<file path="config.mk">
export PLATFORM = sky130hd
export DESIGN_NAME = fcm_out_stage
export DESIGN_NICKNAME = d
export VERILOG_FILES = /design/src/fcm_pkg.sv /design/src/fcm_out_stage.sv
export SDC_FILE = /design/constraint.sdc
export NUM_CORES = 1
export LEC_CHECK = 0
export ABC_AREA = 1
export BUFFER_PORTS_ARGS = -buffer_cell sky130_fd_sc_hd__buf_2
export CELL_PAD_IN_SITES_DETAIL_PLACEMENT = 0
export CELL_PAD_IN_SITES_GLOBAL_PLACEMENT = 2
export CORE_AREA = 10 10 53 55
export DETAILED_ROUTE_END_ITERATION = 6
export DIE_AREA = 0 0 63 65
export PLACE_DENSITY = 0.82
export SYNTH_ARGS = -nofsm -noshare
export SYNTH_HDL_FRONTEND = slang
export SYNTH_SLANG_ARGS = --single-unit
</file>
<file path="constraint.sdc">
create_clock -name clk -period 3 [get_ports clk]
set_clock_uncertainty 0.1 [all_clocks]
set_input_delay 0 -clock clk [delete_from_list [all_inputs] [get_ports clk]]
set_output_delay 0 -clock clk [all_outputs]
set_load 0.01 [all_outputs]
</file>
<file path="src/fcm_pkg.sv">
`timescale 1ns / 1ps
// Shared types, codes and constants for the file allocation table chain manager.
// No dependencies; imported by every module of the block.
package fcm_pkg;

  // Default table depth (one link entry per disk block)
  localparam int DEF_NUM_BLOCKS = 1024;

  // Link entry encodings
  localparam logic [15:0] LINK_FREE = 16'hFFFF;
  localparam logic [15:0] LINK_END  = 16'hFFFE;

  // Request codes
  typedef enum logic [2:0] {
    ACT_FORMAT = 3'd0,
    ACT_ALLOC  = 3'd1,
    ACT_EXTEND = 3'd2,
    ACT_READ   = 3'd3,
    ACT_TAIL   = 3'd4,
    ACT_FREE   = 3'd5
  } act_t;

  // Result status codes
  localparam logic [1:0] STAT_OK     = 2'd0;
  localparam logic [1:0] STAT_FULL   = 2'd1;
  localparam logic [1:0] STAT_END    = 2'd2;
  localparam logic [1:0] STAT_UNUSED = 2'd3;

  // Sequencer states
  typedef enum logic [2:0] {
    S_CLEAR,
    S_IDLE,
    S_FIRST,
    S_SCAN,
    S_LINK,
    S_WALK,
    S_RESP
  } state_t;

  // One result transfer
  typedef struct packed {
    logic [1:0] status;
    logic [9:0] result_block;
  } res_t;

  // Formatted layout: blocks 0, 2, 3 end chains, block 1 links to 2, rest free
  function automatic logic [15:0] fmt_link(input logic [15:0] idx);
    logic [15:0] v;
    v = LINK_FREE;
    if (idx == 16'd1) begin
      v = 16'd2;
    end else if (idx == 16'd0 || idx == 16'd2 || idx == 16'd3) begin
      v = LINK_END;
    end
    return v;
  endfunction

endpackage

</file>
<file path="src/fcm_out_stage.sv">
`timescale 1ns / 1ps
// Output register for result transfers; frees the sequencer once a result is held.
// Depends on fcm_pkg.
module fcm_out_stage
  import fcm_pkg::*;
(
  input  logic  clk,
  input  logic  rst_n,
  input  logic  res_valid,
  input  res_t  res,
  output logic  res_ready,
  output logic  out_valid,
  input  logic  out_ready,
  output res_t  out_res
);

  logic valid_r;
  res_t data_r;

  assign res_ready = !valid_r || out_ready;
  assign out_valid = valid_r;
  assign out_res   = data_r;

  // Valid flag
  always_ff @(posedge clk) begin
    if (!rst_n) begin
      valid_r <= 1'b0;
    end else if (res_ready) begin
      valid_r <= res_valid;
    end
  end

  // Payload
  always_ff @(posedge clk) begin
    if (res_valid && res_ready) begin
      data_r <= res;
    end
  end

endmodule

</file>
==> results of run 1 <==
## per-layer routing
metal / part of all wire (%) / up-vias / global-route usage, %
met2: 50 / 16 / 9.01
met5: 0 / - / 0
met3: 7.3 / 2 / 2.58
met1: 42 / 146 / 5.91
met4: 0.68 / 0 / 4.19
li1: - / 164 / -
## layout by cell type, fill, tap and decap left out
cell type,Yosys,final
clkbuf_4,0,3
inv_2,1,1
dlygate4sd3_1,0,14
buf_2,0,29
dfxtp_1,1,1
a21oi_1,1,1
a21oi_2,1,1
inv_1,2,2
edfxtp_1,12,12
nand2_2,1,1
clkbuf_1,0,1
## state kept, by name, summed over array words and instances, names as in the netlist
| signal | cells |
|---|---|
| out_valid | 1 |
| out_res | 12 |
## through the flow
| stage | instances | hold slack, ns | instance area [sq um] | util [%] |
|---|---|---|---|---|
| after floorplan | 19 | -0.00319 | 412 | - |
| after global placement | 75 | 0.0802 | 591 | 31.7 |
| after detailed placement | 75 | 0.0811 | 591 | 31.7 |
| after CTS | 93 | 0.207 | 757 | 40.7 |
| after global routing | 93 | 0.211 | 757 | 40.7 |
| final | 93 | 0.201 | 757 | 40.7 |
## cell type report
type / instances / area share (%)
Tap cell: 27 / 4.46
Multi-Input combinational cell: 3 / 2.64
Clock buffer: 4 / 3.47
Inverter: 3 / 1.49
Timing Repair Buffer: 43 / 37.7
Sequential cell: 13 / 50.2
## worst min-delay path by stage
| stage | startpoint | to | slack (ns) | cells past startpoint |
|---|---|---|---|---|
| after floorplan | out_ready | res_ready | -0.003 | 2 |
| after global placement | res[1] | out_res[1]$_DFFE_PP_ | 0.08 | 1 |
| after detailed placement | res[9] | out_res[9]$_DFFE_PP_ | 0.08 | 1 |
| after CTS | out_ready | res_ready | 0.21 | 4 |
| after global routing | out_ready | res_ready | 0.21 | 4 |
| final | out_ready | res_ready | 0.20 | 4 |
## power groups by stage
stage / logic [mW] / clock network, mW / registers, mW
floorplan: 0.00614 / 0 / 0.223
global placement: 0.0339 / 0 / 0.217
detailed placement: 0.0347 / 0 / 0.218
CTS: 0.0486 / 0.108 / 0.214
global route: 0.0514 / 0.118 / 0.215
finish: 0.0477 / 0.106 / 0.213
## cell families after synthesis
family | share of synthesized area (%)
AO/OA/AOI/OAI | 3.34
buffers and inverters | 2.74
flip-flops | 92.4
AND/OR/NAND/NOR | 1.52
==> results.py, run 1 <==
metrics = {
    "floorplanning": {
        "rows": 16,
        "ioPinCount": 30,
        "core_area_sq_um": 1860,
        "die_w_microns": 63,
        "die-height_microns": 65,
        "start_util_pct": 22.1,
        "die-area_sq_um": 4100,
    },
    "clock_tree": {
        "clkTransAtPathRegs_ns": 0.07,
        "cts_resized": 0,
        "cts_root_buf": "clkbuf_4",
        "cts_setup_buffers": 0,
        "cts_buffers": 3,
        "cts_tree": "yes",
        "htreeDepth": 1,
        "cts_max_path_buffers": 2,
        "numClockSinks": 13,
        "holdBufCountCts": 14,
        "insertion_delay_ns": 0.27,
    },
    "critical_path": {
        "crit_family": "compound AO/OA/AOI/OAI gates",
        "setup.worst_path.start": "out_valid$_SDFFE_PN0P_",
        "critical_path.max_stage_delay_ns": 0.85,
        "crit_cells": 1,
        "arrival_ns": 1.46,
        "cp_cell_sequence": "a21oi_1",
        "start_kind": "register",
        "cp-endpoint": "out_res[10]$_DFFE_PP_",
        "rr_startpoint": "out_valid$_SDFFE_PN0P_",
        "setup.reg_to_reg.worst_slack_ns": 1.33,
        "reg2reg_depth": 1,
        "cp_max_fo": 12,
        "required_ns": 2.79,
        "r2r_end": "out_res[10]$_DFFE_PP_",
        "slowest_stage": "a21oi_1",
        "end_kind": "register",
        "path_buf_inv": 0,
        "path_class": "reg2reg",
    },
    "global_routing": {
        "grt_pass1_wl_microns": 1770,
        "track_usage_pct": 5.70,
        "grt-ovfl-total": 0,
        "grt_pass1_vias": 364,
        "grt_max_degree": 13,
        "grt_antenna_before_repair": 0,
    },
    "sta": {
        "setup_tns_ns": 0,
        "worst_slack_ns": 1.33,
        "fin_crit_ns": 1.67,
        "slew_headroom_pct": 28.1,
        "fmax_mhz": 600,
        "slew_viol_final": 0,
        "setup_viol": 0,
        "worst_pin_slew_ns": 1.08,
        "fin_crit_sh_pct": 55.5,
        "hold_violations": 0,
        "rsz0062_at_grt": "false",
    },
    "final_layout": {
        "seqCellArea_sq_um": 380,
        "drive_gt1_share_pct": 53.0,
        "nFillCells": 179,
        "syn2layout_area_growth_pct": 83.9,
        "multi_input_area_sq_um": 20.0,
        "antennaDiodeCount": 0,
        "final_nets": 83,
    },
    "synth": {
        "syn_inst": 19,
        "synthTopCellsByArea": "edfxtp_1 88%, dfxtp_1 4.9%, a21oi_2 2.1%",
        "synthesis.area_sq_um": 412,
        "synth_nets": 35,
        "yosysSeqAreaShare_pct": 92.4,
        "postSynthAreaPerCell_sq_um": 21.7,
        "ys.warnings.count": 0,
        "synth_top_area_share_pct": 87.5,
        "ys_types": 7,
        "synthArstFlopShare_pct": 0,
        "synth_top_area_cell": "edfxtp_1",
        "ys.flop_type": "edfxtp_1",
        "ys_ff_latch": 13,
        "synth_edf_count": 12,
        "yosysMostFrequentCell": "edfxtp_1",
        "synth_common_cells": "12 x edfxtp_1, 2 x inv_1",
    },
    "place": {
        "gp_congestion": 0.567,
        "port_buffers": 29,
        "pre_cts_slack_ns": 1.32,
    },
    "route": {
        "routed_wl_microns": 1180,
        "ant_nets": 0,
        "drcViolationCount": 0,
        "wl_per_cell_microns": 12.7,
        "firstDrtPassIters": 2,
        "viasPerCell": 3.53,
        "first_iter_violations": 3,
        "vias": 328,
    },
    "power_and_ir_drop": {
        "netSwitchingFraction_pct": 21.3,
        "power.density_nw_per_um2": 485,
        "combPwrFrac_pct": 13.0,
        "switching_power_mw": 0.0781,
        "clock_power_share_pct": 28.9,
        "p_int_mw": 0.289,
        "ir_drop_v": 0.000213,
        "p_total_mw": 0.367,
        "p_leak_nw": 0.333,
        "seqPwrFrac_pct": 58.1,
    },
    "status": {
        "status": "completed",
    },
    "job": {
        "maxCapViolations": 0,
    },
    "hold_path": {
        "hold_path.class": "in2out",
    },
}
(Power assumes the default switching activity.)
==> inputs of run 2 (changes only) <==
==> config.mk (replaced) <==
export PLATFORM = sky130hd
export DESIGN_NAME = fcm_out_stage
export DESIGN_NICKNAME = d
export VERILOG_FILES = /design/src/fcm_pkg.sv /design/src/fcm_out_stage.sv
export SDC_FILE = /design/constraint.sdc
export NUM_CORES = 1
export LEC_CHECK = 0
export ABC_AREA = 0
export BUFFER_PORTS_ARGS = -buffer_cell sky130_fd_sc_hd__buf_2
export CELL_PAD_IN_SITES_DETAIL_PLACEMENT = 0
export CELL_PAD_IN_SITES_GLOBAL_PLACEMENT = 2
export CORE_AREA = 10 10 56 58
export DETAILED_ROUTE_END_ITERATION = 6
export DIE_AREA = 0 0 66 68
export PLACE_DENSITY = 0.76
export SYNTH_ARGS = -nofsm -noshare
export SYNTH_HDL_FRONTEND = slang
export SYNTH_SLANG_ARGS = --single-unit
==> constraint.sdc (replaced) <==
create_clock -name clk -period 1.4 [get_ports clk]
set_clock_uncertainty 0.1 [all_clocks]
set_input_delay 0 -clock clk [delete_from_list [all_inputs] [get_ports clk]]
set_output_delay 0 -clock clk [all_outputs]
set_load 0.01 [all_outputs]
==> results.py, run 2 <==
metrics = {
    "job": {
        "maxCapViolations": 0,
    },
    "sta": {
        "setup_viol": 0,
        "slew_headroom_pct": 89.4,
        "worst_slack_ns": 0.136,
        "slew_viol_final": 0,
        "rsz0062_at_grt": "false",
        "fin_crit_ns": 1.26,
        "worst_pin_slew_ns": 0.159,
        "setup_tns_ns": 0,
        "fmax_mhz": 791,
        "fin_crit_sh_pct": 90.3,
        "hold_violations": 0,
    },
    "power_and_ir_drop": {
        "combPwrFrac_pct": 13.5,
        "netSwitchingFraction_pct": 20.3,
        "switching_power_mw": 0.159,
        "p_total_mw": 0.781,
        "power.density_nw_per_um2": 1020,
        "seqPwrFrac_pct": 58.5,
        "p_leak_nw": 0.333,
        "ir_drop_v": 0.000639,
        "clock_power_share_pct": 28.0,
        "p_int_mw": 0.622,
    },
    "route": {
        "firstDrtPassIters": 4,
        "drcViolationCount": 0,
        "routed_wl_microns": 1240,
        "viasPerCell": 3.54,
        "vias": 326,
        "ant_nets": 0,
        "first_iter_violations": 6,
        "wl_per_cell_microns": 13.5,
    },
    "synth": {
        "postSynthAreaPerCell_sq_um": 24.6,
        "ys.flop_type": "edfxtp_1",
        "synth_edf_count": 12,
        "ys_ff_latch": 13,
        "ys.warnings.count": 0,
        "yosysSeqAreaShare_pct": 91.0,
        "synth_nets": 33,
        "syn_inst": 17,
        "yosysMostFrequentCell": "edfxtp_1",
        "synth_top_area_cell": "edfxtp_1",
        "ys_types": 6,
        "synthArstFlopShare_pct": 0,
        "synthesis.area_sq_um": 418,
        "synth_top_area_share_pct": 86.2,
        "synthTopCellsByArea": "edfxtp_1 86%, dfxtp_1 4.8%, nand2b_4 3.3%",
    },
    "critical_path": {
        "critical_path.max_stage_delay_ns": 0.54,
        "slowest_stage": "dlygate4sd3_1",
        "rr_startpoint": "out_valid$_SDFFE_PN0P_",
        "setup.reg_to_reg.worst_slack_ns": 0.14,
        "cp_max_fo": 1,
        "arrival_ns": 1.32,
        "path_buf_inv": 3,
        "reg2reg_depth": 3,
        "crit_family": "buffers and inverters",
        "start_kind": "input pin",
        "required_ns": 1.46,
        "cp_cell_sequence": "dlygate4sd3_1 > buf_2 > a21boi_2 > dlygate4sd3_1",
        "cp_common_cell": "dlygate4sd3_1",
        "path_class": "in2reg",
        "r2r_end": "out_valid$_SDFFE_PN0P_",
        "end_kind": "register",
    },
    "floorplanning": {
        "start_util_pct": 19.8,
        "ioPinCount": 30,
        "core_area_sq_um": 2110,
        "die_w_microns": 66,
        "die-height_microns": 68,
        "die-area_sq_um": 4490,
        "rows": 17,
    },
    "place": {
        "post_dp_cell_area_sq_um": 598,
        "gp_congestion": 0.646,
        "pre_cts_slack_ns": 0.354,
        "port_buffers": 29,
    },
    "final_layout": {
        "final_common_cell": "buf_2",
        "antennaDiodeCount": 0,
        "largest_reg_flops": 12,
        "final_cell_mix": "29 x buf_2, 14 x dlygate4sd3_1, 12 x edfxtp_1, 3 x clkbuf_4",
        "final_nets": 81,
        "drive_gt1_share_pct": 54.7,
        "utilization_pct": 36.3,
        "finalInstanceArea_sq_um": 764,
        "syn2layout_area_growth_pct": 82.9,
    },
    "hold_path": {
        "hold_path.class": "in2reg",
        "hold_end": "out_res[6]$_DFFE_PP_",
        "worstHoldPathCells": 2,
        "hp-start": "res_valid",
    },
    "global_routing": {
        "grt_pass1_vias": 369,
        "grt-ovfl-total": 0,
        "track_usage_pct": 5.56,
        "grt_pass1_wl_microns": 1740,
        "grt_max_degree": 13,
        "grt_antenna_before_repair": 0,
    },
    "clock_tree": {
        "cts_buffers": 3,
        "htreeDepth": 1,
        "cts_max_path_buffers": 2,
        "clkTransAtPathRegs_ns": 0.07,
        "cts_tree": "yes",
        "insertion_delay_ns": 0.27,
        "cts_resized": 0,
        "cts_root_buf": "clkbuf_4",
        "numClockSinks": 13,
        "cts_setup_buffers": 0,
    },
    "status": {
        "status": "completed",
    },
}
## run 2: cell types whose count changed in the layout (fill, tap and decap cells not counted), sizes merged
cell | before | now
a21boi | 0 | 1
a21oi | 2 | 0
and2 | 0 | 1
inv | 3 | 1
nand2 | 1 | 0
nand2b | 0 | 1
## run 2: cell type report
class                   count  area (sq um)
fillers                   200          1340
clock buffers               4          26.3
well taps                  28          35.0
flip-flops and latches     13           380
inverters                   1          3.75
repair buffers             43           285
multi-input cells           3          33.8
## run 2: kinds of logic after synthesis
group	share of synthesized area (%)
AOI/OAI and AO/OA	2.69
buffers and inverters	0.897
DFF	91.0
and+or+nand+nor	5.39
## run 2: per-layer routing
| layer | share of wire (%) | global-route usage (%) |
|---|---|---|
| met5 | 0 | 0 |
| met4 | 0.64 | 1.57 |
| met3 | 15 | 5.71 |
| met2 | 50 | 9.30 |
| met1 | 35 | 4.45 |
## run 2: what timing repair did
action / CTS / global route
hold buffers: 14 / 0
endpoints found under the setup margin: 0 / 0
endpoints found under the hold margin: 13 / 0
## run 2: worst max path at each step
stage               cells after the start              startpoint                      to  slack (ns)
global placement                        2  out_valid$_SDFFE_PN0P_   out_res[11]$_DFFE_PP_        0.38
global route                            3  out_valid$_SDFFE_PN0P_  out_valid$_SDFFE_PN0P_        0.06
floorplan                               2  out_valid$_SDFFE_PN0P_    out_res[0]$_DFFE_PP_        0.33
finish                                  4                   rst_n  out_valid$_SDFFE_PN0P_        0.14
detailed placement                      2  out_valid$_SDFFE_PN0P_    out_res[1]$_DFFE_PP_        0.35
CTS                                     3  out_valid$_SDFFE_PN0P_  out_valid$_SDFFE_PN0P_        0.14
## run 2: power by group through the flow
stage	clock (mW)	combinational, mW	sequential (mW)
6_report	0.219	0.105	0.457
4_1_cts	0.229	0.105	0.457
5_1_grt	0.253	0.115	0.459
3_3_place_gp	0	0.0740	0.466
2_1_floorplan	0	0.0155	0.478
3_5_place_dp	0	0.0745	0.466
## run 2: metrics by stage
stage | hold slack, ns | cells
finish | 0.0903 | 92
CTS | 0.0820 | 92
detailed placement | 0.0782 | 74
global route | 0.0872 | 92
global placement | 0.0793 | 74
floorplan | -0.00113 | 17
## run 2: worst register-to-register path, cell delays in order (launching register included)
cell           delay [ns]
dfxtp_1              0.37
nand2b_4             0.07
a21boi_2             0.12
dlygate4sd3_1        0.54
==> inputs of run 3 (changes only) <==
--- a/config.mk
+++ b/config.mk
@@ -6,13 +6,15 @@
 export NUM_CORES = 1
 export LEC_CHECK = 0
 export ABC_AREA = 0
+export ABC_CLOCK_PERIOD_IN_PS = 1500
 export BUFFER_PORTS_ARGS = -buffer_cell sky130_fd_sc_hd__buf_2
 export CELL_PAD_IN_SITES_DETAIL_PLACEMENT = 0
 export CELL_PAD_IN_SITES_GLOBAL_PLACEMENT = 2
-export CORE_AREA = 10 10 56 58
+export CORE_AREA = 10 10 52 54
+export CTS_CLUSTER_SIZE = 10
 export DETAILED_ROUTE_END_ITERATION = 6
-export DIE_AREA = 0 0 66 68
-export PLACE_DENSITY = 0.76
+export DIE_AREA = 0 0 62 64
+export PLACE_DENSITY = 0.84
 export SYNTH_ARGS = -nofsm -noshare
 export SYNTH_HDL_FRONTEND = slang
 export SYNTH_SLANG_ARGS = --single-unit
==> constraint.sdc (replaced) <==
create_clock -name clk -period 1.5 [get_ports clk]
set_clock_uncertainty 0.1 [all_clocks]
set_input_delay 0 -clock clk [delete_from_list [all_inputs] [get_ports clk]]
set_output_delay 0 -clock clk [all_outputs]
set_load 0.01 [all_outputs]
==> results.py, run 3 (synthesis results as in run 2) <==
metrics = {
    "power_and_ir_drop": {
        "power.density_nw_per_um2": 959,
        "ir_drop_v": 0.000456,
        "p_total_mw": 0.729,
        "p_leak_nw": 0.333,
    },
    "clock_tree": {
        "holdBufCountCts": 14,
        "insertion_delay_ns": 0.26,
        "numClockSinks": 13,
        "cts_setup_buffers": 0,
        "clkTransAtPathRegs_ns": 0.07,
        "cts_root_buf": "clkbuf_4",
        "cts_buffers": 3,
        "cts_resized": 0,
        "cts_max_path_buffers": 2,
        "cts_tree": "yes",
        "htreeDepth": 1,
    },
    "floorplanning": {
        "die_w_microns": 62,
        "rows": 15,
        "die-area_sq_um": 3970,
        "start_util_pct": 24.5,
        "core_area_sq_um": 1710,
        "ioPinCount": 30,
        "die-height_microns": 64,
    },
    "sta": {
        "fin_crit_sh_pct": 84.7,
        "rsz0062_at_grt": "false",
        "fmax_mhz": 787,
        "slew_viol_final": 0,
        "worst_pin_slew_ns": 0.160,
        "worst_slack_ns": 0.229,
        "setup_tns_ns": 0,
        "setup_viol": 0,
        "fin_crit_ns": 1.27,
        "hold_violations": 0,
        "slew_headroom_pct": 89.4,
    },
    "final_layout": {
        "final_nets": 81,
        "syn2layout_area_growth_pct": 82.0,
        "final_common_cell": "buf_2",
        "antennaDiodeCount": 0,
        "final_cell_mix": "29 x buf_2, 14 x dlygate4sd3_1, 12 x edfxtp_1, 3 x clkbuf_4",
        "largest_reg_flops": 12,
        "nFillCells": 160,
        "drive_gt1_share_pct": 54.7,
    },
    "route": {
        "routed_wl_microns": 1240,
        "vias": 318,
        "viasPerCell": 3.57,
        "first_iter_violations": 1,
        "wl_per_cell_microns": 13.9,
        "drcViolationCount": 0,
        "ant_nets": 0,
        "firstDrtPassIters": 4,
    },
    "critical_path": {
        "path_class": "reg2reg",
        "cp-endpoint": "out_valid$_SDFFE_PN0P_",
        "setup.reg_to_reg.worst_slack_ns": 0.23,
        "cp_max_fo": 3,
        "reg2reg_depth": 3,
        "end_kind": "register",
        "r2r_end": "out_valid$_SDFFE_PN0P_",
        "rr_startpoint": "out_valid$_SDFFE_PN0P_",
        "required_ns": 1.61,
        "start_kind": "register",
        "arrival_ns": 1.38,
        "setup.worst_path.start": "out_valid$_SDFFE_PN0P_",
    },
    "global_routing": {
        "grt-ovfl-total": 0,
        "grt_antenna_before_repair": 0,
        "track_usage_pct": 6.89,
        "grt_pass1_wl_microns": 2040,
        "grt_max_degree": 13,
        "grt_pass1_vias": 395,
    },
    "place": {
        "gp_congestion": 0.710,
        "port_buffers": 29,
        "pre_cts_slack_ns": 0.451,
    },
    "status": {
        "status": "completed",
    },
    "hold_path": {
        "hold_path.class": "in2reg",
    },
    "job": {
        "maxCapViolations": 0,
    },
}
==> run 3: cell counts in the layout (fill, tap and decap cells not counted) <==
Identical to the previous run, type by type.
==> run 3: worst min path at each step <==
stage	startpoint	end	slack, ns	cells after the start
2_1_floorplan	res[0]	out_res[0]$_DFFE_PP_	-0.001	0
3_3_place_gp	res[5]	out_res[5]$_DFFE_PP_	0.08	1
3_5_place_dp	res[7]	out_res[7]$_DFFE_PP_	0.08	1
4_1_cts	res_valid	out_res[3]$_DFFE_PP_	0.09	2
5_1_grt	res_valid	out_res[4]$_DFFE_PP_	0.1	2
6_report	res_valid	out_res[7]$_DFFE_PP_	0.1	2
==> run 3: stage by stage <==
| stage | hold slack (ns) | std cells | utilization, % | cell area [sq um] |
|---|---|---|---|---|
| final | 0.0958 | 89 | 44.5 | 761 |
| after global routing | 0.0995 | 89 | 44.5 | 761 |
| after CTS | 0.0937 | 89 | 44.5 | 761 |
| after detailed placement | 0.0782 | 71 | 34.8 | 594 |
| after global placement | 0.0805 | 71 | 34.8 | 594 |
| after floorplan | -0.00113 | 17 | - | 418 |
==> run 3: per-layer routing <==
metal	routed length, microns	vias up	GRT usage (%)
met5	0	-	0
met4	8	0	4.19
met3	237	2	4.74
met2	402	32	7.56
met1	587	125	9.21
li1	-	159	-
==> run 3: report_power, final <==
| part | leakage, nW | switching, mW | total (mW) | internal (mW) |
|---|---|---|---|---|
| Combinational | 0.194 | 0.0409 | 0.0985 | 0.0576 |
| Sequential | 0.124 | 0.00651 | 0.427 | 0.420 |
| Clock | 0.0150 | 0.101 | 0.204 | 0.103 |
==> run 3: critical path, cell delays in order, from the launching register on <==
cell and delay [ns]:
dfxtp_1 0.38, nand2b_4 0.07, a21boi_2 0.12, dlygate4sd3_1 0.54
==> run 3: area by class of cell <==
cell class                      count  area, sq um  area share (%)
Tap cell                           25         31.3            4.11
Inverter                            1         3.75           0.493
Sequential cell                    13          380            50.0
Timing Repair Buffer               43          285            37.5
Clock buffer                        4         26.3            3.45
Multi-Input combinational cell      3         33.8            4.44
