**src/fcm_pkg.sv**
```systemverilog
`timescale 1ns / 1ps
// Shared types, codes and constants for the file allocation table chain manager.
// No dependencies; imported by every module of the block.
package fcm_pkg;

  // Default table depth (one link entry per disk block)
  localparam int DEF_NUM_BLOCKS = 1024;

  // Link entry encodings
  localparam logic [15:0] LINK_FREE = 16'hFFFF;
  localparam logic [15:0] LINK_END  = 16'hFFFE;

  // Request codes
  typedef enum logic [2:0] {
    ACT_FORMAT = 3'd0,
    ACT_ALLOC  = 3'd1,
    ACT_EXTEND = 3'd2,
    ACT_READ   = 3'd3,
    ACT_TAIL   = 3'd4,
    ACT_FREE   = 3'd5
  } act_t;

  // Result status codes
  localparam logic [1:0] STAT_OK     = 2'd0;
  localparam logic [1:0] STAT_FULL   = 2'd1;
  localparam logic [1:0] STAT_END    = 2'd2;
  localparam logic [1:0] STAT_UNUSED = 2'd3;

  // Sequencer states
  typedef enum logic [2:0] {
    S_CLEAR,
    S_IDLE,
    S_FIRST,
    S_SCAN,
    S_LINK,
    S_WALK,
    S_RESP
  } state_t;

  // One result transfer
  typedef struct packed {
    logic [1:0] status;
    logic [9:0] result_block;
  } res_t;

  // Formatted layout: blocks 0, 2, 3 end chains, block 1 links to 2, rest free
  function automatic logic [15:0] fmt_link(input logic [15:0] idx);
    logic [15:0] v;
    v = LINK_FREE;
    if (idx == 16'd1) begin
      v = 16'd2;
    end else if (idx == 16'd0 || idx == 16'd2 || idx == 16'd3) begin
      v = LINK_END;
    end
    return v;
  endfunction

endpackage

```
**src/fcm_ctrl.sv**
```systemverilog
`timescale 1ns / 1ps
// Sequencer for the link table: clear sweep, free-entry scan and chain walks,
// one table visit per cycle through the shared read port. Depends on fcm_pkg.
module fcm_ctrl
  import fcm_pkg::*;
#(
  parameter int NUM_BLOCKS = DEF_NUM_BLOCKS,
  parameter int IDX_W      = $clog2(DEF_NUM_BLOCKS)
) (
  input  logic             clk,
  input  logic             rst_n,
  // request
  input  logic             req_valid,
  output logic             req_ready,
  input  logic [2:0]       req_action,
  input  logic [9:0]       req_block,
  // table port
  output logic             mem_we,
  output logic [IDX_W-1:0] mem_waddr,
  output logic [15:0]      mem_wdata,
  output logic [IDX_W-1:0] mem_raddr,
  input  logic [15:0]      mem_rdata,
  // result
  output logic             res_valid,
  output res_t             res,
  input  logic             res_ready
);

  localparam int          CNT_W = $clog2(NUM_BLOCKS + 1);
  localparam logic [15:0] NB16  = 16'(NUM_BLOCKS);
  localparam logic [IDX_W-1:0] LAST_IDX = IDX_W'(NUM_BLOCKS - 1);

  state_t           state_r, state_nxt;
  act_t             act_r, act_nxt;
  logic [IDX_W-1:0] idx_r, idx_nxt;
  logic [IDX_W-1:0] blk_r, blk_nxt;
  logic [IDX_W-1:0] cur_r, cur_nxt;
  logic [IDX_W-1:0] prev_r, prev_nxt;
  logic [CNT_W-1:0] cnt_r, cnt_nxt;
  logic             first_r, first_nxt;
  logic             fmt_r, fmt_nxt;
  res_t             res_r, res_nxt;

  act_t             in_act;
  logic [IDX_W-1:0] in_idx;
  logic             in_range;
  logic             rd_free;
  logic             rd_link;
  logic             idx_last;
  logic             walk_cap;
  logic             walk_stop;

  assign in_act    = act_t'(req_action);
  assign in_idx    = IDX_W'(req_block);
  assign in_range  = (32'(req_block) < NUM_BLOCKS);
  assign rd_free   = (mem_rdata == LINK_FREE);
  assign rd_link   = (mem_rdata < NB16);
  assign idx_last  = (idx_r == LAST_IDX);
  assign walk_cap  = (act_r == ACT_TAIL) && (cnt_r == CNT_W'(NUM_BLOCKS));
  assign walk_stop = rd_free || !rd_link || walk_cap;

  assign req_ready = (state_r == S_IDLE);
  assign res_valid = (state_r == S_RESP);
  assign res       = res_r;

  // Next state
  always_comb begin
    state_nxt = state_r;
    unique case (state_r)
      S_CLEAR: begin
        if (idx_last) state_nxt = fmt_r ? S_RESP : S_IDLE;
      end
      S_IDLE: begin
        if (req_valid) begin
          unique case (in_act)
            ACT_FORMAT: state_nxt = S_CLEAR;
            ACT_ALLOC:  state_nxt = S_SCAN;
            ACT_EXTEND,
            ACT_READ:   state_nxt = in_range ? S_FIRST : S_RESP;
            ACT_TAIL,
            ACT_FREE:   state_nxt = in_range ? S_WALK : S_RESP;
            default:    state_nxt = S_RESP;
          endcase
        end
      end
      S_FIRST: begin
        if (!rd_free && !rd_link && act_r == ACT_EXTEND) state_nxt = S_SCAN;
        else state_nxt = S_RESP;
      end
      S_SCAN: begin
        if (rd_free) state_nxt = (act_r == ACT_EXTEND) ? S_LINK : S_RESP;
        else if (idx_last) state_nxt = S_RESP;
      end
      S_LINK: state_nxt = S_RESP;
      S_WALK: begin
        if (walk_stop) state_nxt = S_RESP;
      end
      S_RESP: begin
        if (res_ready) state_nxt = S_IDLE;
      end
      default: state_nxt = S_IDLE;
    endcase
  end

  // Datapath and table port control
  always_comb begin
    act_nxt   = act_r;
    idx_nxt   = idx_r;
    blk_nxt   = blk_r;
    cur_nxt   = cur_r;
    prev_nxt  = prev_r;
    cnt_nxt   = cnt_r;
    first_nxt = first_r;
    fmt_nxt   = fmt_r;
    res_nxt   = res_r;
    mem_we    = 1'b0;
    mem_waddr = idx_r;
    mem_wdata = LINK_FREE;
    mem_raddr = idx_r;
    unique case (state_r)
      // sweep the formatted layout, one entry a cycle
      S_CLEAR: begin
        mem_we    = 1'b1;
        mem_waddr = idx_r;
        mem_wdata = fmt_link(16'(idx_r));
        idx_nxt   = idx_last ? '0 : idx_r + 1'b1;
        res_nxt   = '0;
      end
      // take a request, start the first table read
      S_IDLE: begin
        mem_raddr = (in_act == ACT_ALLOC) ? '0 : in_idx;
        if (req_valid) begin
          act_nxt   = in_act;
          blk_nxt   = in_idx;
          cur_nxt   = in_idx;
          prev_nxt  = in_idx;
          cnt_nxt   = '0;
          first_nxt = 1'b1;
          idx_nxt   = '0;
          fmt_nxt   = (in_act == ACT_FORMAT);
          res_nxt   = '0;
          if (!in_range && (in_act == ACT_EXTEND || in_act == ACT_READ ||
                            in_act == ACT_TAIL || in_act == ACT_FREE)) begin
            res_nxt.status = STAT_UNUSED;
          end
        end
      end
      // entry of the given block for read next and extend
      S_FIRST: begin
        mem_raddr = '0;
        idx_nxt   = '0;
        if (rd_free) begin
          res_nxt.status = STAT_UNUSED;
        end else if (rd_link) begin
          res_nxt.result_block = 10'(IDX_W'(mem_rdata));
        end else if (act_r == ACT_READ) begin
          res_nxt.status = STAT_END;
        end
      end
      // first-free scan; read of the next entry overlaps the check
      S_SCAN: begin
        mem_raddr = idx_last ? idx_r : idx_r + 1'b1;
        if (rd_free) begin
          mem_we               = 1'b1;
          mem_waddr            = idx_r;
          mem_wdata            = LINK_END;
          cur_nxt              = idx_r;
          res_nxt.result_block = 10'(idx_r);
        end else if (idx_last) begin
          res_nxt.status = STAT_FULL;
        end else begin
          idx_nxt = idx_r + 1'b1;
        end
      end
      // hook the new block after the given tail
      S_LINK: begin
        mem_we    = 1'b1;
        mem_waddr = blk_r;
        mem_wdata = 16'(cur_r);
      end
      // chain walk: data is the link of cur_r, whose use is checked here
      S_WALK: begin
        mem_raddr = IDX_W'(mem_rdata);
        if (rd_free) begin
          if (first_r) res_nxt.status = STAT_UNUSED;
          else if (act_r == ACT_TAIL) res_nxt.result_block = 10'(prev_r);
        end else begin
          if (act_r == ACT_FREE) begin
            mem_we    = 1'b1;
            mem_waddr = cur_r;
            mem_wdata = LINK_FREE;
          end
          if (walk_stop) begin
            if (act_r == ACT_TAIL) res_nxt.result_block = 10'(cur_r);
          end else begin
            cur_nxt   = IDX_W'(mem_rdata);
            prev_nxt  = cur_r;
            cnt_nxt   = cnt_r + 1'b1;
            first_nxt = 1'b0;
          end
        end
      end
      S_RESP: begin
      end
      default: begin
      end
    endcase
  end

  // Control state
  always_ff @(posedge clk) begin
    if (!rst_n) begin
      state_r <= S_CLEAR;
      idx_r   <= '0;
      fmt_r   <= 1'b0;
    end else begin
      state_r <= state_nxt;
      idx_r   <= idx_nxt;
      fmt_r   <= fmt_nxt;
    end
  end

  // Working registers
  always_ff @(posedge clk) begin
    act_r   <= act_nxt;
    blk_r   <= blk_nxt;
    cur_r   <= cur_nxt;
    prev_r  <= prev_nxt;
    cnt_r   <= cnt_nxt;
    first_r <= first_nxt;
    res_r   <= res_nxt;
  end

endmodule

```
**config.mk**
```make
export PLATFORM = sky130hd
export DESIGN_NAME = fcm_ctrl
export DESIGN_NICKNAME = d
export VERILOG_FILES = /design/src/fcm_pkg.sv /design/src/fcm_ctrl.sv
export SDC_FILE = /design/constraint.sdc
export NUM_CORES = 1
export LEC_CHECK = 0
export BUFFER_PORTS_ARGS = -buffer_cell sky130_fd_sc_hd__buf_4
export CAP_MARGIN = 20
export CORE_ASPECT_RATIO = 2
export CORE_MARGIN = 3
export CORE_UTILIZATION = 56
export DETAILED_ROUTE_END_ITERATION = 8
export PLACE_DENSITY = 0.87
export SETUP_SLACK_MARGIN = 0.5
export SLEW_MARGIN = 5
export SYNTH_ARGS = -nofsm -noshare
export SYNTH_HDL_FRONTEND = slang
export SYNTH_SLANG_ARGS = --single-unit
export TNS_END_PERCENT = 10
```
**constraint.sdc**
```tcl
create_clock -name clk -period 3.42 [get_ports clk]
set_clock_uncertainty 0.1 [all_clocks]
set_input_delay 0.513 -clock clk [delete_from_list [all_inputs] [get_ports clk]]
set_output_delay 0.513 -clock clk [all_outputs]
set_load 0.01 [all_outputs]
```
==> flow_summary.json, run 1 <==
{
  "r2r_cells": 6,
  "rr_startpoint": "act_r[1]",
  "synth.distinct_cells": 61,
  "ios": 84,
  "cts_buffers": 9,
  "holdPathStages": 1,
  "netlist_instances": 513,
  "period_share_pct": 85.6,
  "n_antenna_cell": 0,
  "dieHeight_microns": 133,
  "synth_warnings": 0,
  "worst_slew_pin_slew_ns": 0.838,
  "max_freq_mhz": 341,
  "setup_ws_ns": 0.491,
  "synth_ff_type": "edfxtp_1",
  "cp.arrival_ns": 2.32,
  "whs_ns": 0.280,
  "drt_first_pass_iters": 7,
  "ff2ff_setup_slack_ns": 0.92,
  "cp_slowest_stage_delay_ns": 0.60,
  "cp_max_fo": 13,
  "clock-sinks": 71,
  "syn_nets": 553,
  "synth_top_area_share_pct": 38.0,
  "coreArea_sq_mm": 0.00771,
  "finalSetupViolCount": 0,
  "start_util_pct": 58.4,
  "drv_slew": 0,
  "vias_per_cell": 6.70,
  "routabilityCongestion": 1.02,
  "drtIter0Drc": 723,
  "min_path_type": "primary input to register",
  "yosys_register_bits": 71,
  "hold_violations": 0,
  "htree_levels": 3,
  "hold_end": "act_r[0]",
  "slew_headroom_pct": 43.8,
  "drc": 0,
  "yosysSeqAreaShare_pct": 44.2,
  "synth-edff-count": 57,
  "path_common_cell": "buf_4",
  "grt.overflow.total": 0,
  "synth_area_leaders": "edfxtp_1 38%, nand2_1 7.7%, dfxtp_1 6.2%, nor2_1 5.1%, mux2i_1 4.7%",
  "die_x_microns": 69.4,
  "powerDensity_mw_per_mm2": 733,
  "clockBufferDepth": 2,
  "grt_pass1_vias": 4324,
  "finalPower_mw": 4.06,
  "ir_drop_mv": 0.456,
  "antenna_found_initial": 0,
  "vias": 4596,
  "fillers": 584,
  "syn2layout_area_growth_pct": 23.0,
  "post-dp-hpwl_microns": 10600,
  "required_ns": 2.81,
  "crit_path_cell_trace": "nand4_1 > nor3_2 > inv_1 > buf_4 > and3_1 > o31ai_1 > buf_4",
  "syn_area_per_cell_sq_um": 8.78,
  "drive_gt1_share_pct": 23.6,
  "synth_area_sq_mm": 0.00451,
  "path_clk_slew_ns": 0.05,
  "rsz0062_at_grt": "yes",
  "design_area_sq_mm": 0.00554,
  "grt_usage_pct": 31.1,
  "worst_setup_path_start_kind": "register",
  "avgRoutedWirePerCell_microns": 21.2,
  "cap_violations": 0,
  "grt_max_degree": 37,
  "cts_root_buf": "clkbuf_16",
  "slowest_stage": "dfxtp_1",
  "crit_type": "register to primary output",
  "ant_nets": 0,
  "p_leak_nw": 2.19,
  "holdBufCountCts": 0,
  "nNetsFinal": 627,
  "period_needed_ns": 2.93,
  "timing.rr.end": "res[5]",
  "synth_top_area_cell": "edfxtp_1",
  "outcome": "finished clean",
  "die-area_sq_mm": 0.00922,
  "port_buffers": 83,
  "clock_latency_ns": 0.34,
  "drt_wl_total_microns": 14600,
  "rows": 45,
  "grt_pass1_wl_microns": 22500,
  "min-delay-start": "req_action[0]",
  "cts_tree": "yes",
  "endpoint_kind": "primary output",
  "placement.setup.worst_slack_ns": 0.416,
  "async_flop_share_pct": 0,
  "timing.setup.tns_ns": 0,
  "dpl_cell_area_sq_mm": 0.00521
}
==> cells in the final DEF, fill, tap and decap left out, types with 2 or more instances in the layout <==
master,instances
nand2_2,2
nand2_1,90
nand2b_1,2
a211oi_1,2
o211a_1,2
inv_1,16
buf_4,101
and4_1,2
a22oi_1,11
a31oi_1,5
xnor2_1,4
clkinv_2,3
nor3_2,2
nor2_1,60
edfxtp_1,57
clkbuf_1,2
nor3_1,3
clkinv_1,2
a21oi_1,28
nor3b_1,3
nor4_1,5
a311oi_1,4
nand4_1,8
dfxtp_1,8
o22ai_1,22
clkbuf_16,9
o21ai_0,30
mux2i_1,21
ha_1,6
a222oi_1,8
or3_1,2
o21a_1,2
o31ai_1,4
nand3_1,14
xor2_1,8
or4_1,2
dfxtp_2,5
and3_1,7
==> sequential cells by signal (all words and copies together), names as in the netlist <==
register,count
act_r,3
blk_r,10
cnt_r,11
cur_r,10
first_r,1
fmt_r,1
idx_r,10
prev_r,10
res,12
state_r,3
==> per-layer routing <==
metal | vias up | track usage [%] | share of wire [%]
li1 | 2042 | - | -
met1 | 2145 | 34.3 | 34
met2 | 345 | 55.1 | 53
met3 | 64 | 5.78 | 8.8
met4 | 0 | 17.5 | 4.9
met5 | - | 0 | 0
==> power breakdown <==
group          internal (mW)  switching (mW)  total (mW)
sequential              1.16           0.130        1.29
combinational          0.785            1.08        1.87
clock                  0.558           0.348       0.906
total                   2.50            1.56        4.06
==> final cells by class <==
type                       instances  area [sq um]  area share [%]
clock buffer                      11           233            4.20
clock inverter                     5          48.8           0.880
inverter                          17          63.8            1.15
multi-input combinational        385          2290            41.3
sequential                        71          2000            36.1
tap                               94           118            2.12
timing repair buffer             103           790            14.2
==> worst max-delay path: cells and delay by family (launching register included) <==
family	cells	cell delay, ns
AND/OR/NAND/NOR	3	0.60
AO/OA/AOI/OAI	1	0.31
flip-flops	1	0.60
buffers and inverters	3	0.48
==> Yosys cell counts, types with 4 or more instances <==
| master | count |
|---|---|
| a21oi_1 | 28 |
| a222oi_1 | 8 |
| a22oi_1 | 11 |
| a311oi_1 | 4 |
| a31oi_1 | 5 |
| and3_1 | 7 |
| buf_1 | 4 |
| buf_2 | 9 |
| buf_4 | 6 |
| clkbuf_1 | 19 |
| dfxtp_1 | 14 |
| edfxtp_1 | 57 |
| ha_1 | 7 |
| inv_1 | 16 |
| mux2i_1 | 21 |
| nand2_1 | 92 |
| nand3_1 | 14 |
| nand4_1 | 8 |
| nor2_1 | 61 |
| nor4_1 | 5 |
| o21ai_0 | 30 |
| o22ai_1 | 22 |
| o31ai_1 | 4 |
| xnor2_1 | 4 |
| xor2_1 | 8 |
==> worst max path at each step <==
stage | end | slack, ns | from
floorplan | mem_raddr[0] | 0.61 | idx_r[0]
global placement | mem_waddr[0] | 0.40 | mem_rdata[3]
detailed placement | mem_waddr[1] | 0.42 | mem_rdata[5]
CTS | mem_raddr[5] | 0.41 | state_r[0]
global route | mem_raddr[0] | 0.42 | idx_r[9]
finish | mem_raddr[4] | 0.49 | idx_r[9]
==> through the flow <==
| step | cells | utilization, % |
|---|---|---|
| floorplan | 513 | - |
| detailed placement | 670 | 67.5 |
| global route | 686 | 71.9 |
| global placement | 670 | 67.5 |
| CTS | 686 | 71.4 |
| finish | 686 | 71.9 |
==> timing repair <==
item | 4_1_cts | 5_1_grt
setup buffers | 0 | 0
gates resized for setup | 5 | 13
pin swaps | 0 | 2
setup endpoints to repair | 17 | 15
==> logic make-up after synthesis <==
| kind of cell | after synthesis | synth area share (%) |
|---|---|---|
| AO/OA/AOI/OAI | 133 | 19.6 |
| XOR/XNOR | 12 | 2.33 |
| flip-flops | 71 | 44.2 |
| adder cells (fa/ha/maj) | 7 | 1.94 |
| buffers and inverters | 57 | 5.69 |
| AND/OR/NAND/NOR | 212 | 21.5 |
| multiplexers | 21 | 4.67 |
Power figures use the tool's default switching activity.
==> run 2: changes to the inputs <==
--- a/config.mk
+++ b/config.mk
@@ -12,7 +12,7 @@
 export CORE_UTILIZATION = 56
 export DETAILED_ROUTE_END_ITERATION = 8
 export PLACE_DENSITY = 0.87
-export SETUP_SLACK_MARGIN = 0.5
+export SETUP_SLACK_MARGIN = 0.4
 export SLEW_MARGIN = 5
 export SYNTH_ARGS = -nofsm -noshare
 export SYNTH_HDL_FRONTEND = slang
==> run 2 against run 1 <==
Against the previous run: final cell count did not move; critical path depth grew 1; clock power grew 0.4%; via count fell by 0.33%; critical endpoint unchanged; sequential share of layout area up 0.060 points.
==> flow_summary.json, run 2 (same netlist as run 1, synthesis figures left out) <==
{
  "cts_tree": "yes",
  "grt_pass1_vias": 4328,
  "vias_per_cell": 6.68,
  "cts_setup_buffers": 0,
  "met2_usage_pct": 54.7,
  "crit_start": "idx_r[0]",
  "worst_setup_path_start_kind": "register",
  "p_leak_nw": 2.18,
  "outcome": "finished clean",
  "htree_levels": 3,
  "max_freq_mhz": 331,
  "vias": 4581,
  "n_antenna_cell": 0,
  "post-dp-hpwl_microns": 10600,
  "grtUsageMet3_pct": 5.63,
  "ant_nets": 0,
  "drtIter0Drc": 714,
  "min-delay-start": "req_action[0]",
  "path_common_cell": "buf_4",
  "layout_commonest_cell": "buf_4",
  "grt_usage_pct": 31.1,
  "antenna_found_initial": 0,
  "rows": 45,
  "worst_slew_pin_slew_ns": 0.828,
  "setup_ws_ns": 0.394,
  "drt_wl_total_microns": 14500,
  "timing.setup.tns_ns": 0,
  "cp.arrival_ns": 2.41,
  "layout_common_cells": "101 x buf_4, 91 x nand2_1, 60 x nor2_1",
  "cpLargestDelayFamily": "simple AND/OR/NAND/NOR gates",
  "ff2ff_setup_slack_ns": 0.95,
  "required_ns": 2.81,
  "cap_violations": 0,
  "cts_buffers": 9,
  "nNetsFinal": 627,
  "cp_max_fo": 13,
  "endpoint_kind": "primary output",
  "crit_type": "register to primary output",
  "die-area_sq_mm": 0.00922,
  "die_x_microns": 69.4,
  "drc": 0,
  "rsz0062_at_grt": "yes",
  "crit_path_cell_trace": "ha_2 > nand3_2 > nor3_2 > inv_1 > buf_4 > and3_1 > o31ai_1 > buf_4",
  "grt.overflow.total": 0,
  "period_needed_ns": 3.03,
  "slew_headroom_pct": 44.5,
  "drive_gt1_share_pct": 22.6,
  "drt_first_pass_iters": 6,
  "clock-sinks": 71,
  "min_path_type": "primary input to register",
  "clock_latency_ns": 0.34,
  "ios": 84,
  "rr_startpoint": "act_r[1]",
  "placement.setup.worst_slack_ns": 0.416,
  "dieHeight_microns": 133,
  "port_buffers": 83,
  "hold_violations": 0,
  "start_util_pct": 58.4,
  "period_share_pct": 88.5,
  "avgRoutedWirePerCell_microns": 21.1,
  "finalSetupViolCount": 0,
  "grt_pass1_wl_microns": 22400,
  "drv_slew": 0,
  "powerDensity_mw_per_mm2": 733,
  "path_clk_slew_ns": 0.06,
  "crit_buf_inv": 3,
  "ir_drop_mv": 0.451,
  "routabilityCongestion": 1.02,
  "busiest_layer": "met2",
  "syn2layout_area_growth_pct": 22.4,
  "met1_usage_pct": 34.2,
  "largest_reg_flops": 12,
  "clockBufferDepth": 2,
  "coreArea_sq_mm": 0.00771,
  "fillers": 586,
  "grt_max_degree": 37,
  "cts_root_buf": "clkbuf_16",
  "cp_slowest_stage_delay_ns": 0.42,
  "slowest_stage": "dfxtp_2"
}
==> run 2: worst paths after layout <==
kind / endpoint / depth (start not counted)
max: mem_raddr[4] / 8
min: act_r[0] / 1
max reg2reg: res[5] / 6
min reg2reg: fmt_r / 2
==> run 2: layout make-up <==
type / instances / area, sq um / share of cell area, %
clock buffers: 11 / 233 / 4.22
clock inverters: 5 / 48.8 / 0.885
inverters: 17 / 63.8 / 1.16
multi-input cells: 385 / 2280 / 41.3
flip-flops and latches: 71 / 1990 / 36.2
well taps: 94 / 118 / 2.13
repair buffers: 103 / 781 / 14.2
==> run 2: per-stage QoR <==
stage	total power, mW	cell area [sq um]	std cells	hold slack [ns]	utilization (%)
after floorplan	2.33	4510	513	0.373	-
after global placement	3.04	5210	670	0.402	67.5
after detailed placement	3.10	5210	670	0.416	67.5
after CTS	4.01	5500	686	0.273	71.3
after global routing	4.22	5510	686	0.277	71.5
final	4.04	5510	686	0.279	71.5
==> run 2: report_power, final <==
group / total [mW] / internal, mW / switching [mW]
clock: 0.910 / 0.559 / 0.352
sequential: 1.28 / 1.16 / 0.126
combinational: 1.85 / 0.775 / 1.07
total: 4.04 / 2.49 / 1.55
==> run 2: what timing repair did <==
item / 4_1_cts / 5_1_grt
gates resized for setup: 3 / 5
hold buffers: 0 / 0
pin swaps: 0 / 2
endpoints found under the setup margin: 14 / 17
==> run 2: metal layers <==
metal | wire length [microns] | up-vias
li1 | - | 2036
met3 | 1250 | 75
met2 | 7530 | 340
met4 | 773 | 0
met5 | 0 | -
met1 | 4950 | 2130
==> run 3: changes to the inputs <==
--- a/config.mk
+++ b/config.mk
@@ -5,6 +5,7 @@
 export SDC_FILE = /design/constraint.sdc
 export NUM_CORES = 1
 export LEC_CHECK = 0
+export ABC_AREA = 1
 export BUFFER_PORTS_ARGS = -buffer_cell sky130_fd_sc_hd__buf_4
 export CAP_MARGIN = 20
 export CORE_ASPECT_RATIO = 2
@@ -12,7 +13,8 @@
 export CORE_UTILIZATION = 56
 export DETAILED_ROUTE_END_ITERATION = 8
 export PLACE_DENSITY = 0.87
-export SETUP_SLACK_MARGIN = 0.4
+export RECOVER_POWER = 100
+export SETUP_SLACK_MARGIN = 0.15
 export SLEW_MARGIN = 5
 export SYNTH_ARGS = -nofsm -noshare
 export SYNTH_HDL_FRONTEND = slang
==> run 3 against run 2 <==
Against the previous run: critical path depth fell by 1; sequential power grew 9%; clock-buffer cell count decreased by 2; first-iteration DRC count shrank 24%; sequential share of layout area up 2.0 points; setup slack worse by 0.17 ns.
==> flow_summary.json, run 3 <==
{
  "layout_common_cells": "173 x nand2_1, 68 x nor2_1, 67 x clkbuf_1",
  "grt_max_degree": 25,
  "synth_top_cells_by_count": "172 x nand2_1, 68 x nor2_1, 57 x edfxtp_1",
  "cp_slowest_stage_delay_ns": 0.54,
  "path_common_cell": "nand2_1",
  "cts_root_buf": "clkbuf_16",
  "yosys.area_share.simple_pct": 31.9,
  "cp.arrival_ns": 2.58,
  "n_antenna_cell": 0,
  "synth_area_sq_mm": 0.00456,
  "clock-sinks": 71,
  "synth_ff_type": "edfxtp_1",
  "synth_warnings": 0,
  "slowest_stage": "dfxtp_1",
  "layout_commonest_cell": "nand2_1",
  "htree_levels": 3,
  "worst_setup_path_start_kind": "register",
  "synth.distinct_cells": 41,
  "period_share_pct": 93.4,
  "cap_violations": 0,
  "slew_headroom_pct": 31.9,
  "finalSetupViolCount": 0,
  "vias_per_cell": 6.22,
  "cpLargestDelayFamily": "buffers and inverters",
  "synth-edff-count": 57,
  "crit_path_cell_trace": "inv_1 > nand2_1 > nand2_1 > inv_1 > nand2_1 > o2111ai_1 > clkbuf_1",
  "cp_max_fo": 11,
  "grt_pass1_wl_microns": 24300,
  "avgRoutedWirePerCell_microns": 20.2,
  "drc": 0,
  "dpl_cell_area_sq_mm": 0.00523,
  "async_flop_share_pct": 0,
  "drt_wl_total_microns": 15800,
  "synthAdderAreaFrac_pct": 1.92,
  "die-area_sq_mm": 0.00932,
  "grt_usage_pct": 33.7,
  "cts_buffers": 9,
  "grt.overflow.total": 0,
  "ant_nets": 0,
  "yosys_register_bits": 71,
  "drive_gt1_share_pct": 9.61,
  "outcome": "finished clean",
  "rsz0062_at_grt": "no",
  "worst_slew_pin_slew_ns": 1.02,
  "p_leak_nw": 2.16,
  "clockBufferDepth": 2,
  "crit_type": "register to primary output",
  "synth_top_area_cell": "edfxtp_1",
  "syn_nets": 645,
  "vias": 4859,
  "crit_buf_inv": 3,
  "yosysSeqAreaShare_pct": 43.7,
  "routabilityCongestion": 1.07,
  "path_clk_slew_ns": 0.06,
  "drv_slew": 0,
  "ir_drop_mv": 0.594,
  "die_x_microns": 69.8,
  "synth_top_area_share_pct": 37.6,
  "powerDensity_mw_per_mm2": 803,
  "period_needed_ns": 3.19,
  "synth_top_family_by_area": "simple AND/OR/NAND/NOR gates",
  "grt_pass1_vias": 4737,
  "drtIter0Drc": 542,
  "design_area_sq_mm": 0.00522,
  "dieHeight_microns": 134,
  "synth_area_leaders": "edfxtp_1 38%, nand2_1 14%, dfxtp_1 6.2%, nand3_1 6.0%, nor2_1 5.6%",
  "fillers": 751,
  "dp.cells": 765,
  "rows": 45,
  "largest_reg_flops": 12,
  "endpoint_kind": "primary output",
  "hold_violations": 0,
  "nNetsFinal": 724,
  "antenna_found_initial": 0,
  "coreArea_sq_mm": 0.00777,
  "syn2layout_area_growth_pct": 14.5,
  "start_util_pct": 58.6,
  "synthMuxAreaShare_pct": 0,
  "whs_ns": 0.301,
  "min_path_type": "primary input to register",
  "layoutNonFillerInstCount": 781,
  "drt_first_pass_iters": 6,
  "post-dp-hpwl_microns": 11400,
  "syn_area_per_cell_sq_um": 7.53,
  "ios": 84,
  "cts_tree": "yes",
  "synth_xor_area_share_pct": 1.15,
  "netlist_instances": 605,
  "post_cts_resized": 0,
  "synth_compound_area_share_pct": 12.3,
  "max_freq_mhz": 313,
  "holdBufCountCts": 0,
  "timing.setup.tns_ns": 0,
  "synth.most_common_cell": "nand2_1",
  "required_ns": 2.81,
  "clock_latency_ns": 0.34,
  "port_buffers": 83
}
[run 3: changes by cell type in the layout (fill, tap and decap cells not counted), sizes merged, moves of 12 or more]
cell	change
clkbuf	+66
nand3	+41
nor2	+12
mux2i	-21
o22ai	-21
o21ai	+14
nand2	+82
buf	-70
inv	+40
[run 3: through the flow]
step,worst slack [ns],total power [mW],utilization [%]
detailed placement,0.552,3.60,67.3
global placement,0.613,3.56,67.3
CTS,0.161,4.43,70.6
finish,0.227,4.19,67.1
global route,0.186,4.37,67.1
floorplan,0.894,2.65,-
[run 3: what timing repair did]
item | in CTS | in global routing
endpoints found under the hold margin | 0 | 0
endpoints found under the setup margin | 0 | 6
setup buffers | 0 | 2
[run 3: cell families after synthesis]
group,count (synthesis)
XOR/XNOR,6
buffers and inverters,89
flip-flops,71
AND/OR/NAND/NOR,336
adder cells (fa/ha/maj),7
AO/OA/AOI/OAI,96
[run 3: layout make-up]
class / count / area, sq um / area share, %
Multi-Input combinational cell: 445 / 2140 / 41.0
Clock buffer: 9 / 225 / 4.32
Sequential cell: 71 / 1990 / 38.2
Inverter: 56 / 210 / 4.03
Tap cell: 94 / 118 / 2.25
Clock inverter: 5 / 27.5 / 0.528
Timing Repair Buffer: 101 / 504 / 9.67
[run 3: worst register-to-register path: stages (launching register included)]
cell	delay (ns)
dfxtp_1	0.54
inv_1	0.38
nand2_1	0.27
nor2_1	0.06
clkbuf_1	0.35
nand2_1	0.17
nand4_1	0.10
nor2_1	0.24
clkbuf_1	0.56
[run 3: power by group]
| group | switching [mW] | leakage, nW | total (mW) | internal (mW) |
|---|---|---|---|---|
| logic | 1.39 | 1.37 | 1.96 | 0.571 |
| registers | 0.189 | 0.657 | 1.40 | 1.21 |
| clock network | 0.356 | 0.127 | 0.832 | 0.476 |
| total | 1.93 | 2.16 | 4.19 | 2.26 |
[run 3: final timing paths]
kind / from / endpoint / slack (ns) / depth (start not counted)
setup / recovery: state_r[2] / mem_raddr[0] / 0.23 / 7
hold / removal: req_action[1] / act_r[1] / 0.30 / 1
setup reg to reg: state_r[2] / res[7] / 0.28 / 8
hold reg to reg: fmt_r / fmt_r / 0.43 / 1
[run 3: layer usage]
layer  vias to the layer above  global-route usage [%]  wire, microns
met5                         -                       0              0
met2                       399                    56.5           7790
met4                         0                    22.9           1190
li1                       2187                       -              -
met1                      2172                    37.0           5120
met3                       101                    8.08           1690
